$ cat src/rtl/core/zrsc_pkg.sv
package zrsc_pkg;

  // Default sizes of the codec.
  localparam int VALUE_BITS_DEF  = 64;
  localparam int CHUNK_WIDTH_DEF = 8;

  // Upper bound on the chunks of one encoding; later stream bits are dropped.
  localparam int MAX_RESULTS = 17;

  // Fixed field widths.
  localparam int VALUE_W     = 64;
  localparam int RUN_LIMIT_W = 4;
  localparam int TERM_W      = RUN_LIMIT_W + 1;

  // Configuration port.
  localparam int PADDR_W = 3;
  localparam int PDATA_W = 32;

  // Register map, indexed by word address.
  localparam logic REG_RUN_LIMIT = 1'b0;

  localparam logic [RUN_LIMIT_W-1:0] RUN_LIMIT_RESET = 4'd2;

  // Result kinds.
  localparam logic KIND_CHUNK = 1'b0;
  localparam logic KIND_VALUE = 1'b1;

  // Input actions.
  localparam logic ACT_ENCODE = 1'b0;
  localparam logic ACT_DECODE = 1'b1;

endpackage

$ cat src/rtl/core/zero_run_stuffed_integer_codec.sv
// Zero-run limited integer codec.
// Input channel (in_valid/in_stall) carries one transaction per item: with
// action set to encode, value is turned into a bit stream; with action set
// to decode, in_bit is one raw stream bit. Output channel (out_valid/
// out_stall) carries encoded chunks and decoded values from a single output
// register. run_limit is set through the APB port at word address 0.
// Decode: one stream bit per cycle, back to back while the output drains;
// a completed value appears on the output in the cycle after its closing bit.
// Encode: the stream is produced one bit per cycle by a shift register,
// save while a finished chunk waits for the receiver to take the one
// before it. The stream holds the bits up to the highest one, the stuffed
// ones and limit + 1 terminating zeros, where a run_limit of zero counts
// as one. Input is stalled for the whole encoding and while a held result
// waits on a stalled receiver. The first chunk appears once CHUNK_WIDTH
// stream bits are out, or after the whole stream when it is shorter.
// When the receiver stalls a full chunk, bit generation pauses and the
// chunk is held. Reset returns run_limit to 2, clears the decoder state
// and drops any encoding in progress and any undelivered result.
module zero_run_stuffed_integer_codec
  import zrsc_pkg::*;
#(
  parameter int VALUE_BITS  = VALUE_BITS_DEF,
  parameter int CHUNK_WIDTH = CHUNK_WIDTH_DEF
) (
  input  logic                                 clk,
  input  logic                                 rst,
  // Configuration port
  input  logic                                 psel,
  input  logic                                 penable,
  input  logic                                 pwrite,
  input  logic [PADDR_W-1:0]                   paddr,
  input  logic [PDATA_W-1:0]                   pwdata,
  output logic [PDATA_W-1:0]                   prdata,
  output logic                                 pready,
  // Input channel
  input  logic                                 in_valid,
  output logic                                 in_stall,
  input  logic                                 action,
  input  logic [VALUE_W-1:0]                   value,
  input  logic                                 in_bit,
  // Output channel
  output logic                                 out_valid,
  input  logic                                 out_stall,
  output logic                                 kind,
  output logic [CHUNK_WIDTH-1:0]               chunk_bits,
  output logic [$clog2(CHUNK_WIDTH+1)-1:0]     chunk_count,
  output logic                                 last,
  output logic [VALUE_W-1:0]                   decoded_value,
  output logic                                 overflow
);

  localparam int CNT_W = $clog2(CHUNK_WIDTH + 1);
  localparam int IDX_W = $clog2(MAX_RESULTS);

  typedef enum logic [1:0] {
    ST_IDLE,
    ST_DATA,
    ST_TERM
  } state_t;

  state_t                  state;
  logic [RUN_LIMIT_W-1:0]  run_limit;

  // Encoder registers
  logic [VALUE_BITS-1:0]   val_sr;
  logic [RUN_LIMIT_W-1:0]  enc_run;
  logic                    stuff_pend;
  logic [TERM_W-1:0]       term_left;
  logic [CHUNK_WIDTH-1:0]  cbits;
  logic [CNT_W-1:0]        ccnt;
  logic [IDX_W-1:0]        chunk_idx;

  // Decoder registers
  logic [RUN_LIMIT_W-1:0]  zero_run;
  logic [VALUE_BITS-1:0]   accum;
  logic [VALUE_BITS-1:0]   mask;
  logic                    mask_done;
  logic                    overflow_seen;

  logic [RUN_LIMIT_W-1:0]  lim;
  logic                    out_free;
  logic                    in_acc;
  logic                    cfg_wr;
  logic                    enc_bit;
  logic                    enc_final;
  logic                    chunk_full;
  logic                    at_bound;
  logic                    emit_chunk;
  logic                    step;
  logic                    val_nz;
  logic [CHUNK_WIDTH-1:0]  cbits_next;

  // A run limit of zero behaves as one.
  assign lim = (run_limit == '0) ? RUN_LIMIT_W'(1) : run_limit;

  // Handshakes.
  assign out_free = !out_valid || !out_stall;
  assign in_stall = (state != ST_IDLE) || (out_valid && out_stall);
  assign in_acc   = in_valid && !in_stall;
  assign cfg_wr   = psel && penable && pwrite && pready;
  assign pready   = 1'b1;

  // Register read-back.
  always_comb begin
    prdata = '0;
    if (paddr[2] == REG_RUN_LIMIT) begin
      prdata = PDATA_W'(run_limit);
    end
  end

  // Next stream bit of the encoder and whether it ends the stream.
  assign val_nz = (val_sr != '0);

  always_comb begin
    enc_bit   = 1'b0;
    enc_final = 1'b0;
    case (state)
      ST_DATA: begin
        if (stuff_pend) begin
          enc_bit = 1'b1;
        end else if (val_nz) begin
          enc_bit = val_sr[0];
        end
      end
      ST_TERM: begin
        enc_final = (term_left == TERM_W'(1));
      end
      default: begin
        enc_bit = 1'b0;
      end
    endcase
  end

  assign chunk_full = (ccnt == CNT_W'(CHUNK_WIDTH - 1));
  assign at_bound   = (chunk_idx == IDX_W'(MAX_RESULTS - 1));
  assign emit_chunk = enc_final || chunk_full;
  assign step       = (state != ST_IDLE) && (!emit_chunk || out_free);
  assign cbits_next = cbits | (CHUNK_WIDTH'(enc_bit) << ccnt);

  // Sequencer, codec state and the output register.
  always_ff @(posedge clk) begin
    if (rst) begin
      state         <= ST_IDLE;
      run_limit     <= RUN_LIMIT_RESET;
      out_valid     <= 1'b0;
      zero_run      <= '0;
      accum         <= '0;
      mask          <= VALUE_BITS'(1);
      mask_done     <= 1'b0;
      overflow_seen <= 1'b0;
    end else begin
      if (cfg_wr && paddr[2] == REG_RUN_LIMIT) begin
        run_limit <= pwdata[RUN_LIMIT_W-1:0];
      end

      // The receiver took the held result.
      if (out_valid && !out_stall) begin
        out_valid <= 1'b0;
      end

      // Start an encoding.
      if (in_acc && action == ACT_ENCODE) begin
        state      <= ST_DATA;
        val_sr     <= value[VALUE_BITS-1:0];
        enc_run    <= '0;
        stuff_pend <= 1'b0;
        cbits      <= '0;
        ccnt       <= '0;
        chunk_idx  <= '0;
      end

      // Decode one stream bit.
      if (in_acc && action == ACT_DECODE) begin
        if (zero_run >= lim) begin
          zero_run <= '0;
          if (!in_bit) begin
            out_valid     <= 1'b1;
            kind          <= KIND_VALUE;
            chunk_bits    <= '0;
            chunk_count   <= '0;
            last          <= 1'b1;
            decoded_value <= VALUE_W'(accum);
            overflow      <= overflow_seen;
            accum         <= '0;
            mask          <= VALUE_BITS'(1);
            mask_done     <= 1'b0;
            overflow_seen <= 1'b0;
          end
        end else begin
          if (in_bit) begin
            zero_run <= '0;
            if (mask_done) begin
              overflow_seen <= 1'b1;
            end else begin
              accum <= accum | mask;
            end
          end else begin
            zero_run <= zero_run + RUN_LIMIT_W'(1);
          end
          if (!mask_done) begin
            mask      <= mask << 1;
            mask_done <= mask[VALUE_BITS-1];
          end
        end
      end

      // Produce one encoded stream bit.
      if (step) begin
        case (state)
          ST_DATA: begin
            if (stuff_pend) begin
              stuff_pend <= 1'b0;
            end else if (val_nz) begin
              val_sr <= val_sr >> 1;
              if (val_sr[0]) begin
                enc_run <= '0;
              end else if (({1'b0, enc_run} + TERM_W'(1)) == {1'b0, lim}) begin
                stuff_pend <= 1'b1;
                enc_run    <= '0;
              end else begin
                enc_run <= enc_run + RUN_LIMIT_W'(1);
              end
            end else begin
              // First terminator zero goes out now; lim more follow.
              state     <= ST_TERM;
              term_left <= {1'b0, lim};
            end
          end
          ST_TERM: begin
            term_left <= term_left - TERM_W'(1);
          end
          default: begin
            state <= ST_IDLE;
          end
        endcase

        if (emit_chunk) begin
          out_valid     <= 1'b1;
          kind          <= KIND_CHUNK;
          chunk_bits    <= cbits_next;
          chunk_count   <= ccnt + CNT_W'(1);
          last          <= enc_final || at_bound;
          decoded_value <= '0;
          overflow      <= 1'b0;
          cbits         <= '0;
          ccnt          <= '0;
          chunk_idx     <= chunk_idx + IDX_W'(1);
          if (enc_final || at_bound) begin
            state <= ST_IDLE;
          end
        end else begin
          cbits <= cbits_next;
          ccnt  <= ccnt + CNT_W'(1);
        end
      end
    end
  end

endmodule

$ cat config.mk
export PLATFORM = sky130hd
export DESIGN_NAME = zero_run_stuffed_integer_codec
export DESIGN_NICKNAME = d
export VERILOG_FILES = /design/src/rtl/core/zrsc_pkg.sv /design/src/rtl/core/zero_run_stuffed_integer_codec.sv
export SDC_FILE = /design/constraint.sdc
export NUM_CORES = 1
export LEC_CHECK = 0
export ABC_CLOCK_PERIOD_IN_PS = 6080
export BUFFER_PORTS_ARGS = -buffer_cell sky130_fd_sc_hd__buf_2
export CAP_MARGIN = 20
export CORE_AREA = 2 2 191 193
export CTS_CLUSTER_DIAMETER = 80
export DETAILED_ROUTE_END_ITERATION = 16
export DIE_AREA = 0 0 193 195
export PLACE_DENSITY = 0.61
export SKIP_CTS_REPAIR_TIMING = 1
export SLEW_MARGIN = 20
export SYNTH_ARGS = -nofsm -noshare
export SYNTH_HDL_FRONTEND = slang
export SYNTH_SLANG_ARGS = --single-unit
$ cat constraint.sdc
create_clock -name clk -period 6.08 [get_ports clk]
set_clock_uncertainty 0.2 [all_clocks]
set_input_delay 0.304 -clock clk [delete_from_list [all_inputs] [get_ports clk]]
set_output_delay 0.304 -clock clk [all_outputs]
set_load 0.03 [all_outputs]
==> results.md <==
* Worst setup EP type: flip-flop
* DR WL/cell at 15.96 um
* Reg area at 7931 um^2
* CTS Buf Count at 36
* Mean number of vias per cell at 5.222
* DP Cell Count at 1,998
* Most Crowded Layer GR: met2
* Worst Tran Pin Value at 1.118 ns
* Power per cell area at 288.1 nW/um^2
* Worst ir drop on vdd at 0.1959 mV
* Synth cell types at 57
* Grt met2 use at 0.2882
* Post-Route WL at 33.69 mm
* Fin. max-slew vios at 0
* # diodes at 0
* # setup viols final at 0
* Final worst slack at 2.410 ns
* Synth Cell Area at 14,380 um^2
* Tmin final at 3.670 ns
* Most common flop cell mapped by yosys: edfxtp_1
* Pre-antenna DRT Iters at 5
* Pre-CTS WS at 2.353 ns
* R2r worst-path depth at 11
* Total grt overflow at 0
* Avg Cell Area, Syn at 9.783 um^2
* Arr. time, crit path at 3.91 ns
* GRT met1 Usage at 0.2311
* Hold wc startpoint: value[31]
* CP Class: reg2reg
* Clock sinks at 311
* Final HPWL DP at 20.55 mm
* Setup_tns at 0 ns
* Initial Utilization at 0.4063
* Post-route DRC violation count at 0
* Worst reg2reg path endpoint: accum[37]
* RD Place Congestion at 0.8028
* Vias in the first global route at 10,250
* Io pins at 222
* Die Ht at 195 um
* Post-synth ARST share at 0
* Area of the multi-input gates at 5797 um^2
* Number of synthesized flops with an enable pin at 170
* Final Util at 0.4778
* Final Hold Vio Count at 16
* Crit path max fanout at 70
* Max Cap Viol at 0
* Die Area at 37,640 um^2
* Top-area cell type share of the netlist area at 0.3550
* Tot Pwr at 4.873 mW
* # rows at 69
* Hold Crit Class: in2reg
* Met3 Usage GRT at 0.02714
* RSZ-0062 raised after global routing: no
* Max clock buf depth at 3
* Yosys warning count at 0
* Total track usage at 0.1723
* Hold EP: val_sr[31]
* Initial drt markers at 697
* Clk pin slew, worst setup/hold paths at 0.06 ns
* Fmax achieved at 272.5 MHz
* Req. time, crit path at 6.32 ns
* Pleak at 6.579 nW
* First-pass GRT wire length at 53.41 mm
* Synth top area cells: edfxtp_1 (35%), dfxtp_1 (20%), nand2_1 (9.0%)
* Proportion of layout cells with a drive suffix above 1 at 0.1539
* Critical R2R Launch: run_limit[3]
* Failing checks: negative hold slack
* Pin count of the biggest net entering global routing at 132
* H-tree lvl count at 2
* Core area at 35,400 um^2
* CTS tree: yes
* CP Launch Type: flip-flop
* Final instance count without filler cells at 2,111
* Sequential element share of the synthesized area at 0.5512
* Initial antenna violation count at 1
* Flops & latches, synth at 311
* Later-pin clock latency in the skew report at 0.52 ns
* Via Count at 11,020
* Final-stage net count at 1,746
* Hold depth at 3
* Normalized max-slew margin at 0.2545
* Post-DP Area at 15,290 um^2
* Number of fill cells in the layout at 3,375
* Port Buf Inserts at 162
* Antenna viol nets, final at 0
* Status: finished, violations left
* Cells after Synth at 1,470
* Area Overhead vs Synth at 17.61%
* Setup slack, reg-to-reg at 2.41 ns
* Largest area contributor in the netlist: edfxtp_1
* Fin crit share at 0.6036
* Final instance area at 16,910 um^2
* Hold_ws at -0.04262 ns
* Root Driver: clkbuf_16
* Die Wd at 193 um
==> cell usage in the layout, fill, tap and decap left out, types with 4 or more instances in the layout <==
cell / n
clkinv_2: 10
buf_4: 14
clkbuf_1: 7
ha_1: 15
inv_1: 17
a22oi_1: 63
clkinv_1: 4
nor3_1: 5
xnor2_1: 5
nor4_1: 18
buf_2: 161
edfxtp_1: 170
nand3_1: 16
nand4_1: 6
nand2_1: 344
nor2_1: 96
o21ai_1: 29
xor2_1: 7
clkbuf_16: 36
dlygate4sd3_1: 47
a21oi_1: 93
conb_1: 29
dfxtp_1: 140
a31oi_1: 8
mux2i_1: 66
o21ai_0: 113
a22o_1: 66
==> cells in the mapped netlist (27+ instances only) <==
master / number
nor2_1: 97
clkbuf_1: 58
o21ai_0: 113
a22o_1: 66
a21oi_1: 94
buf_2: 27
o21ai_1: 30
dfxtp_1: 141
edfxtp_1: 170
nand2_1: 344
mux2i_1: 66
buf_4: 32
a22oi_1: 63
==> state kept, by name, summed over array words and instances (netlist names), 5 cells and up <==
register / flops
decoded_value: 64
term_left: 5
chunk_idx: 5
chunk_bits: 8
val_sr: 64
mask: 64
cbits: 8
accum: 64
==> area by class of cell <==
class | count | area share
repair buffers | 224 | 0.08396
well taps | 461 | 0.03410
clock buffers | 44 | 0.05563
clock inverters | 21 | 0.01021
multi-input cells | 1032 | 0.3427
inverters | 18 | 0.004439
flip-flops and latches | 311 | 0.4689
==> power by group <==
group | switching, mW | internal, mW
logic | 0.282 | 0.145
registers | 0.0607 | 2.32
clock network | 0.867 | 1.19
==> layer usage <==
| metal | up-vias | routed length (um) |
|---|---|---|
| met1 | 5264 | 15560 |
| met2 | 213 | 16020 |
| met5 | - | 13 |
| li1 | 5499 | - |
| met4 | 2 | 673 |
| met3 | 46 | 1422 |
==> cell families (layout without fill, tap and decap cells) <==
logic type                 count (synthesis)  count (layout)  synth area share
xor gates and xnor gates                  12              12          0.007308
other                                      2              29         0.0005222
adders and majority gates                 15              15           0.01305
and+or+nand+nor                          516             516            0.1526
DFF                                      311             311            0.5512
buffers and inverters                    154             307           0.05664
muxes                                     66              66           0.04594
AOI/OAI and AO/OA                        394             394            0.1727
==> critical path: stages, from the launching register on <==
cell and delay (ns):
dfxtp_1 0.43, inv_1 0.11, a31oi_1 0.22, inv_1 0.10, ha_1 0.27, o21ai_0 0.31
o2bb2ai_4 0.19, buf_4 0.65, nand2_1 0.22, nor4_4 0.22, buf_4 0.47, a22o_1 0.20
==> how the worst max path moves through the flow <==
| stage | from | endpoint | slack, ns | cells past startpoint |
|---|---|---|---|---|
| after global placement | run_limit[1] | accum[34] | 2.39 | 11 |
| after detailed placement | run_limit[3] | accum[8] | 2.35 | 11 |
| after floorplan | rst | chunk_bits[0] | 1.70 | 3 |
| after CTS | run_limit[3] | accum[37] | 2.36 | 11 |
| after global routing | run_limit[1] | accum[37] | 2.12 | 11 |
| final | run_limit[3] | accum[37] | 2.41 | 11 |
(Power assumes the default switching activity.)
